===== config.mk =====
export PLATFORM = sky130hd
export DESIGN_NAME = dhcp_reply_parser_lease_fsm
export DESIGN_NICKNAME = d
export VERILOG_FILES = /design/src/rtl/dhcp_pkg.sv /design/src/rtl/dhcp_reply_parser_lease_fsm.sv /design/src/rtl/dhcp_parser.sv /design/src/rtl/dhcp_lease.sv
export SDC_FILE = /design/constraint.sdc
export NUM_CORES = 1
export LEC_CHECK = 0
export ABC_AREA = 1
export BUFFER_PORTS_ARGS = -buffer_cell sky130_fd_sc_hd__buf_2
export CAP_MARGIN = 30
export CORE_UTILIZATION = 40
export CTS_CLUSTER_SIZE = 12
export DETAILED_ROUTE_END_ITERATION = 10
export MAX_ROUTING_LAYER = met4
export PLACE_DENSITY = 0.56
export REMOVE_ABC_BUFFERS = 1
export SLEW_MARGIN = 20
export SYNTH_ARGS = -nofsm -noshare
export SYNTH_HDL_FRONTEND = slang
export SYNTH_HIERARCHICAL = 1
export SYNTH_SLANG_ARGS = --single-unit

===== constraint.sdc =====
create_clock -name i_clk -period 14.3 [get_ports i_clk]
set_input_delay 1.43 -clock i_clk [delete_from_list [all_inputs] [get_ports i_clk]]
set_output_delay 1.43 -clock i_clk [all_outputs]
set_load 0.01 [all_outputs]

===== src/rtl/dhcp_pkg.sv =====
// Shared types and constants for the DHCP reply parser and lease stage machine.
`default_nettype none
package dhcp_pkg;
    localparam logic [7:0] OPT_PAD = 8'd0;
    localparam logic [7:0] OPT_MASK = 8'd1;
    localparam logic [7:0] OPT_ROUTER = 8'd3;
    localparam logic [7:0] OPT_DNS = 8'd6;
    localparam logic [7:0] OPT_MSG_TYPE = 8'd53;
    localparam logic [7:0] OPT_SERVER_ID = 8'd54;
    localparam logic [7:0] OPT_END = 8'd255;
    localparam logic [15:0] SERVER_PORT = 16'd67;
    localparam logic [7:0] MSG_OFFER = 8'd2;
    localparam logic [7:0] MSG_ACK = 8'd5;
    localparam logic [7:0] MSG_NAK = 8'd6;

    localparam logic [1:0] KIND_NONE = 2'd0;
    localparam logic [1:0] KIND_OFFER = 2'd1;
    localparam logic [1:0] KIND_ACK = 2'd2;
    localparam logic [1:0] KIND_NAK = 2'd3;

    localparam logic [1:0] STAGE_DISC = 2'd0;
    localparam logic [1:0] STAGE_REQ = 2'd1;
    localparam logic [1:0] STAGE_LEASED = 2'd2;

    localparam logic [0:0] CFG_MAC = 1'b0;
    localparam logic [0:0] CFG_SEED = 1'b1;

    // classified datagram passed from parser to stage machine
    typedef struct packed {
        logic        status_only;
        logic [1:0]  kind;
        logic [31:0] ip;
        logic [31:0] mask;
        logic [31:0] router;
        logic [31:0] dns;
        logic [31:0] server;
    } t_event;

    typedef struct packed {
        logic        accepted;
        logic [1:0]  kind;
        logic [1:0]  stage;
        logic        send_owed;
        logic [31:0] ip;
        logic [31:0] mask;
        logic [31:0] router;
        logic [31:0] dns;
        logic [31:0] server;
    } t_result;
endpackage
`default_nettype wire


===== src/rtl/dhcp_reply_parser_lease_fsm.sv =====
// Top level: DHCP reply parser with lease stage machine.
`default_nettype none
// Takes one payload byte per cycle, back to back while the event output is
// not stalled, starting at the BOOTP op byte. A result appears for every
// last-marked byte and every status-only item; the parser registers the
// classified datagram and a two-entry queue feeds the stage machine, whose
// result register holds until taken. Configuration writes
// (index 0 client MAC, index 1 exchange seed) must be made while idle.
module dhcp_reply_parser_lease_fsm #(
    parameter int MAX_DATAGRAM_BYTES = 2048
) (
    input  wire          i_clk,
    input  wire          i_rst_n,
    input  wire          s_axis_tvalid,
    output logic         s_axis_tready,
    input  wire  [23:0]  s_axis_tdata,  // data_byte[7:0], source_port[23:8]
    input  wire  [0:0]   s_axis_tuser,  // no_datagram[0]
    input  wire          s_axis_tlast,
    output logic         m_axis_tvalid,
    input  wire          m_axis_tready,
    output logic [167:0] m_axis_tdata,  // accepted, reply_kind, client_stage, send_owed,
                                        // lease_ip, netmask, router, dns, server, zero pad
    input  wire          i_cfg_valid,
    output logic         o_cfg_ready,
    input  wire          i_cfg_index,
    input  wire  [47:0]  i_cfg_data
);
    import dhcp_pkg::*;

    logic [47:0] r_mac;
    logic [15:0] r_seed;
    logic        ev_valid, ev_ready;
    t_event      ev;
    t_result     res;

    assign o_cfg_ready = 1'b1;

    always_ff @(posedge i_clk) begin
        if (!i_rst_n) begin
            r_mac <= 48'd0;
            r_seed <= 16'd0;
        end else if (i_cfg_valid) begin
            case (i_cfg_index)
                CFG_MAC: r_mac <= i_cfg_data;
                CFG_SEED: r_seed <= i_cfg_data[15:0];
                default: ;
            endcase
        end
    end

    dhcp_parser #(.MAX_DATAGRAM_BYTES(MAX_DATAGRAM_BYTES)) u_parser (
        .i_clk(i_clk), .i_rst_n(i_rst_n),
        .i_valid(s_axis_tvalid), .o_ready(s_axis_tready),
        .i_byte(s_axis_tdata[7:0]), .i_last(s_axis_tlast),
        .i_port(s_axis_tdata[23:8]), .i_nodgram(s_axis_tuser[0]),
        .i_mac(r_mac), .i_seed(r_seed),
        .o_ev_valid(ev_valid), .i_ev_ready(ev_ready), .o_ev(ev)
    );

    dhcp_lease u_lease (
        .i_clk(i_clk), .i_rst_n(i_rst_n),
        .i_ev_valid(ev_valid), .o_ev_ready(ev_ready), .i_ev(ev),
        .o_valid(m_axis_tvalid), .i_ready(m_axis_tready), .o_res(res)
    );

    assign m_axis_tdata = {2'b00, res.server, res.dns, res.router, res.mask, res.ip,
                           res.send_owed, res.stage, res.kind, res.accepted};
endmodule
`default_nettype wire


===== src/rtl/dhcp_parser.sv =====
// Front end: byte-wise header checks, option walk, and datagram classification.
`default_nettype none
module dhcp_parser #(
    parameter int MAX_DATAGRAM_BYTES = 2048
) (
    input  wire                   i_clk,
    input  wire                   i_rst_n,
    input  wire                   i_valid,
    output logic                  o_ready,
    input  wire  [7:0]            i_byte,
    input  wire                   i_last,
    input  wire  [15:0]           i_port,
    input  wire                   i_nodgram,
    input  wire  [47:0]           i_mac,
    input  wire  [15:0]           i_seed,
    output logic                  o_ev_valid,
    input  wire                   i_ev_ready,
    output dhcp_pkg::t_event      o_ev
);
    import dhcp_pkg::*;

    typedef enum logic [3:0] {
        PH_CODE  = 4'b0001,
        PH_LEN   = 4'b0010,
        PH_VALUE = 4'b0100,
        PH_DONE  = 4'b1000
    } t_phase;

    localparam int PW = $clog2(MAX_DATAGRAM_BYTES + 1);
    localparam logic [PW-1:0] MAXP = PW'(MAX_DATAGRAM_BYTES);
    localparam logic [PW-1:0] OPT_START = PW'(240);

    logic [PW-1:0] r_pos, n_pos;
    logic          r_good, n_good;
    t_phase        r_phase, n_phase;
    logic [7:0]    r_code, n_code;
    logic [7:0]    r_rem, n_rem;
    logic [31:0]   r_cap, n_cap;
    logic [2:0]    r_cnt, n_cnt;
    logic [7:0]    r_msg, n_msg;
    logic [31:0]   r_f [5];
    logic [31:0]   n_f [5];

    logic        take;
    logic        want_en;
    logic [7:0]  want;
    logic [7:0]  rem_dec;
    t_event      ev;
    logic        emit;

    assign o_ready = !o_ev_valid || i_ev_ready;
    assign take = i_valid && o_ready;

    always_comb begin
        want_en = 1'b1;
        want = 8'd0;
        case (r_pos)
            PW'(0): want = 8'd2;
            PW'(2): want = 8'd6;
            PW'(4): want = i_seed[15:8];
            PW'(5): want = i_seed[7:0];
            PW'(6): want = i_mac[15:8];
            PW'(7): want = i_mac[7:0];
            PW'(28): want = i_mac[47:40];
            PW'(29): want = i_mac[39:32];
            PW'(30): want = i_mac[31:24];
            PW'(31): want = i_mac[23:16];
            PW'(32): want = i_mac[15:8];
            PW'(33): want = i_mac[7:0];
            PW'(236): want = 8'd99;
            PW'(237): want = 8'd130;
            PW'(238): want = 8'd83;
            PW'(239): want = 8'd99;
            default: want_en = 1'b0;
        endcase
    end

    assign rem_dec = r_rem - 8'd1;

    always_comb begin
        n_pos = r_pos;
        n_good = r_good;
        n_phase = r_phase;
        n_code = r_code;
        n_rem = r_rem;
        n_cap = r_cap;
        n_cnt = r_cnt;
        n_msg = r_msg;
        for (int k = 0; k < 5; k++) n_f[k] = r_f[k];
        if (r_pos < MAXP) begin
            n_pos = r_pos + PW'(1);
            if (r_pos < OPT_START) begin
                if (want_en && want != i_byte) n_good = 1'b0;
                if (r_pos >= PW'(16) && r_pos < PW'(20)) n_f[0] = {r_f[0][23:0], i_byte};
            end else begin
                case (r_phase)
                    PH_CODE: begin
                        if (i_byte == OPT_END) n_phase = PH_DONE;
                        else if (i_byte != OPT_PAD) begin
                            n_code = i_byte;
                            n_phase = PH_LEN;
                        end
                    end
                    PH_LEN: begin
                        n_rem = i_byte;
                        n_cap = 32'd0;
                        n_cnt = 3'd0;
                        n_phase = (i_byte == 8'd0) ? PH_CODE : PH_VALUE;
                    end
                    PH_VALUE: begin
                        if (r_cnt < 3'd4) begin
                            n_cap = {r_cap[23:0], i_byte};
                            n_cnt = r_cnt + 3'd1;
                        end
                        n_rem = rem_dec;
                        if (rem_dec == 8'd0) begin
                            n_phase = PH_CODE;
                            if (r_code == OPT_MSG_TYPE) begin
                                if (n_cnt == 3'd1) n_msg = n_cap[7:0];
                            end else if (n_cnt == 3'd4) begin
                                if (r_code == OPT_MASK) n_f[1] = n_cap;
                                else if (r_code == OPT_ROUTER) n_f[2] = n_cap;
                                else if (r_code == OPT_DNS) n_f[3] = n_cap;
                                else if (r_code == OPT_SERVER_ID) n_f[4] = n_cap;
                            end
                        end
                    end
                    default: ;
                endcase
            end
        end
    end

    always_comb begin
        ev.status_only = i_nodgram;
        ev.kind = KIND_NONE;
        if (!i_nodgram && n_good && n_pos >= OPT_START && i_port == SERVER_PORT) begin
            if (n_msg == MSG_OFFER) ev.kind = KIND_OFFER;
            else if (n_msg == MSG_ACK) ev.kind = KIND_ACK;
            else if (n_msg == MSG_NAK) ev.kind = KIND_NAK;
        end
        ev.ip = n_f[0];
        ev.mask = n_f[1];
        ev.router = n_f[2];
        ev.dns = n_f[3];
        ev.server = n_f[4];
    end

    assign emit = take && (i_nodgram || i_last);

    always_ff @(posedge i_clk) begin
        if (!i_rst_n) begin
            o_ev_valid <= 1'b0;
        end else if (o_ready) begin
            o_ev_valid <= emit;
        end
        if (emit) o_ev <= ev;
    end

    always_ff @(posedge i_clk) begin
        if (!i_rst_n || (take && !i_nodgram && i_last)) begin
            r_pos <= '0;
            r_good <= 1'b1;
            r_phase <= PH_CODE;
            r_code <= 8'd0;
            r_rem <= 8'd0;
            r_cap <= 32'd0;
            r_cnt <= 3'd0;
            r_msg <= 8'd0;
            for (int k = 0; k < 5; k++) r_f[k] <= 32'd0;
        end else if (take && !i_nodgram) begin
            r_pos <= n_pos;
            r_good <= n_good;
            r_phase <= n_phase;
            r_code <= n_code;
            r_rem <= n_rem;
            r_cap <= n_cap;
            r_cnt <= n_cnt;
            r_msg <= n_msg;
            for (int k = 0; k < 5; k++) r_f[k] <= n_f[k];
        end
    end
endmodule
`default_nettype wire


===== src/rtl/dhcp_lease.sv =====
// Back end: two-entry queue of classified datagrams and the lease stage machine.
`default_nettype none
module dhcp_lease (
    input  wire                i_clk,
    input  wire                i_rst_n,
    input  wire                i_ev_valid,
    output logic               o_ev_ready,
    input  dhcp_pkg::t_event   i_ev,
    output logic               o_valid,
    input  wire                i_ready,
    output dhcp_pkg::t_result  o_res
);
    import dhcp_pkg::*;

    t_event     r_q [2];
    logic [1:0] r_cnt;
    logic       r_rd;
    logic       r_wr;
    logic [1:0] r_stage, n_stage;
    logic [31:0] r_lease [5];
    t_event     hd;
    t_result    res;
    logic       acc;
    logic       push, pop, load_lease;

    assign o_ev_ready = (r_cnt != 2'd2);
    assign push = i_ev_valid && o_ev_ready;
    assign pop = (r_cnt != 2'd0) && (!o_valid || i_ready);
    assign hd = r_q[r_rd];

    always_comb begin
        acc = 1'b0;
        load_lease = 1'b0;
        n_stage = r_stage;
        if (!hd.status_only) begin
            if (hd.kind == KIND_OFFER && r_stage == STAGE_DISC) begin
                acc = 1'b1; load_lease = 1'b1; n_stage = STAGE_REQ;
            end else if (hd.kind == KIND_ACK && r_stage == STAGE_REQ) begin
                acc = 1'b1; load_lease = 1'b1; n_stage = STAGE_LEASED;
            end else if (hd.kind == KIND_NAK) begin
                acc = 1'b1; n_stage = STAGE_DISC;
            end
        end
        res.accepted = acc;
        res.kind = hd.kind;
        res.stage = n_stage;
        res.send_owed = (acc || hd.status_only) && n_stage != STAGE_LEASED;
        res.ip = load_lease ? hd.ip : r_lease[0];
        res.mask = load_lease ? hd.mask : r_lease[1];
        res.router = load_lease ? hd.router : r_lease[2];
        res.dns = load_lease ? hd.dns : r_lease[3];
        res.server = load_lease ? hd.server : r_lease[4];
    end

    always_ff @(posedge i_clk) begin
        if (push) r_q[r_wr] <= i_ev;
        if (pop) o_res <= res;
        if (!i_rst_n) begin
            r_cnt <= 2'd0;
            r_rd <= 1'b0;
            r_wr <= 1'b0;
            o_valid <= 1'b0;
            r_stage <= STAGE_DISC;
            for (int k = 0; k < 5; k++) r_lease[k] <= 32'd0;
        end else begin
            if (push) r_wr <= ~r_wr;
            if (pop) r_rd <= ~r_rd;
            r_cnt <= r_cnt + {1'b0, push} - {1'b0, pop};
            if (pop) o_valid <= 1'b1;
            else if (i_ready) o_valid <= 1'b0;
            if (pop) begin
                r_stage <= n_stage;
                if (load_lease) begin
                    r_lease[0] <= hd.ip;
                    r_lease[1] <= hd.mask;
                    r_lease[2] <= hd.router;
                    r_lease[3] <= hd.dns;
                    r_lease[4] <= hd.server;
                end
            end
        end
    end
endmodule
`default_nettype wire

==> results.cfg <==
[outcome]
status = finished clean

[drt]
routed_wl_mm = 95.2
vias_per_cell = 4.80
wl_per_cell_um = 17.5
drc = 0
dr.pass1.iters = 5
ant_nets = 0
vias = 26100
drt_iter0_markers = 1825

[final_layout]
finalInstanceArea_um2 = 51000
final_cells = 5446
mostFrequentLayoutCell = edfxtp_1
drive_above_1_share = 0.155
final_cell_mix = 975 x edfxtp_1, 555 x nand2_1, 480 x nor2_1
syn_to_final_growth_pct = 13.8
layout.nets = 3967
fillers = 10200

[global_route]
grt_pass1_vias = 25800
grt-ovfl-total = 0
grt_pass1_wl_mm = 149
grt_max_degree = 215
grt.total_usage = 0.174
grt_antenna_before_repair = 1

[die]
io_pins = 251
coreArea_um2 = 111000
fp.dieH_um = 337
fp.dieW_um = 337
die_area_um2 = 113000
num_rows = 122
initial_core_util = 0.404

[clocking]
cts_sinks = 1124
postCtsResizedCells = 0
root_buffer = clkbuf_16
path_clk_slew_ns = 0.06
cts_tree = built
cts_setup_buffers = 0
clk_latency_ns = 0.71
cts_made_buffers = 115
clk_path_buf_depth = 3
cts_htree_levels = 3
cts_hold_repair.buffers = 0

[synthesis]
netlist_instances = 3636
seq_area_frac_synth = 0.720
ys_types = 52
synth_adder_area_share = 0.00251
synth_compound_area_frac = 0.0605
synth.avg_cell_area_um2 = 12.3
synth-seq-cells = 1124
ys.flop_type = edfxtp_1
synth-edff-count = 975
yosys_warnings = 6
syn_area_um2 = 44800
synth_top_family_by_area = simple AND/OR/NAND/NOR gates
synth-xor-area-share = 0.00215
async_reset_ff_frac = 0
muxShareOfSynthArea = 0.0400
synth-simple-area-share = 0.126

[pwr]
swShare = 0.278
vdd.ir_drop.worst_v = 0.000111
netSwitchingPower_w = 0.00240
intPower_w = 0.00625
power_frac_seq = 0.507
powerDensity_nw_per_um2 = 170
total_leakage_power_nw = 19.5
combPwrFrac = 0.171
power.share.clock = 0.322

[worst_setup_path]
start_kind = flip-flop
endpoint = u_lease/r_lease[0][155]$_SDFFCE_PN0P_
cp.required_ns = 14.61
critPathKind = reg2reg
worstSetupEndpointType = flip-flop
rr_worst_depth = 11
reg2reg_slack_ns = 9.76
r2r_end = u_lease/r_lease[0][155]$_SDFFCE_PN0P_
cp_max_fo = 108
cp.arrival_ns = 4.86

[timing]
hold_violations = 0
fin_skew_ns = 0.0408
fmax_mhz = 220
fin_ws_ns = 9.76
fin_hold_ws_ns = 0.406
period_needed_ns = 4.54
rsz0062_at_grt = no
maxSlewViolCount = 0
period_share = 0.318
finalSetupViolations = 0
maxSlewHeadroom = 0.332
worst_slew_pin_slew_ns = 0.992

[place]
routabilityCongestion = 0.815
port_buffers = 247
dp_cells = 5240
place_ws_ns = 9.44
place_hpwl_mm = 58.1
place_area_um2 = 47300

[run]
drv_cap = 0

[worst_hold_path]
min_path_type = reg2reg
==> power by group through the flow <==
stage	Sequential, W	Clock (W)	Combinational [W]
finish	0.00439	0.00278	0.00148
global route	0.00445	0.00299	0.00166
CTS	0.00441	0.00287	0.00152
detailed placement	0.00447	0	0.00152
global placement	0.00447	0	0.00150
floorplan	0.00470	0	0.000800
==> flip-flops by register name, summed over array words and instances (netlist names), 2 cells and up, named ones only <==
register	cells
u_parser/r_cap	32
u_parser/r_rem	8
u_lease/o_res	166
u_lease/r_q	326
u_parser/r_cnt	3
u_parser/r_msg	8
u_lease/r_lease	160
u_parser/r_pos	12
r_seed	16
u_parser/r_phase	4
r_mac	48
u_lease/r_cnt	2
u_parser/o_ev	163
u_parser/r_f	160
u_parser/r_code	8
u_lease/r_stage	2
==> critical path: stages (launching register included) <==
cell and delay (ns):
dfxtp_4 0.65, buf_4 0.79, inv_1 0.17, nand2_1 0.13, nand2_2 0.09, nand2_1 0.07, nand2_1 0.07, inv_2 0.13
nand2_8 0.28, o21ai_4 0.29, buf_4 0.59, buf_4 0.73
==> layer usage <==
| metal | vias to the layer above | GRT usage | wire length [um] |
|---|---|---|---|
| li1 | 13000 | - | - |
| met1 | 12500 | 0.230 | 43400 |
| met2 | 517 | 0.282 | 45600 |
| met3 | 127 | 0.0274 | 4380 |
| met4 | 0 | 0.0438 | 1790 |
| met5 | - | - | 0 |
==> cell families after synthesis <==
logic type / Yosys count
compound gates: 500
buf+inv: 487
xor+xnor: 11
other cells: 2
mux: 179
simple gates: 1324
flops: 1124
fa+ha+maj: 9
==> how the worst min path moves through the flow <==
stage                                 startpoint                       endpoint  cells past startpoint
floorplan             u_parser/o_ev[0]$_DFFE_PP_    u_lease/r_q[0][0]$_DFFE_PP_                      0
global placement     u_parser/o_ev[65]$_DFFE_PP_   u_lease/r_q[0][65]$_DFFE_PP_                      0
detailed placement   u_parser/o_ev[71]$_DFFE_PP_   u_lease/r_q[1][71]$_DFFE_PP_                      0
CTS                 u_parser/o_ev[135]$_DFFE_PP_  u_lease/r_q[1][135]$_DFFE_PP_                      0
global route        u_parser/o_ev[135]$_DFFE_PP_  u_lease/r_q[1][135]$_DFFE_PP_                      0
finish              u_parser/o_ev[135]$_DFFE_PP_  u_lease/r_q[1][135]$_DFFE_PP_                      0
==> cells in the mapped netlist (all sizes together), types with 3 or more instances <==
master,count,area (um2)
or2,49,307
mux2i,179,1790
and2,24,150
inv,313,1170
a31oi,3,18.8
xnor2,3,26.3
a211oi,11,82.6
buf,103,702
nor4,7,58.8
o21ai,349,1870
nor2,514,2030
nand3,111,571
nor3,14,92.6
nand4,30,206
dfxtp,149,2980
clkbuf,69,285
o22ai,17,106
edfxtp,975,29300
a21oi,112,564
ha,9,113
nand3b,3,22.5
nand2,571,2180
xor2,8,70.1
==> through the flow <==
step                total power, W  setup TNS [ns]   util
global placement           0.00597               0  0.426
finish                     0.00866               0  0.460
detailed placement         0.00599               0  0.427
global route               0.00910               0  0.460
floorplan                  0.00550        -1055.16      -
CTS                        0.00880               0  0.458
==> layout make-up <==
cell class / count / area, um2 / area share
antenna: 1 / 2.50 / 0.0000491
clock buffer: 153 / 3140 / 0.0617
clock inverter: 43 / 335 / 0.00658
inverter: 314 / 1190 / 0.0234
multi-input combinational: 2026 / 10400 / 0.205
sequential: 1124 / 32300 / 0.633
tap: 1488 / 1860 / 0.0365
timing repair buffer: 297 / 1740 / 0.0341
(Power assumes the default switching activity.)
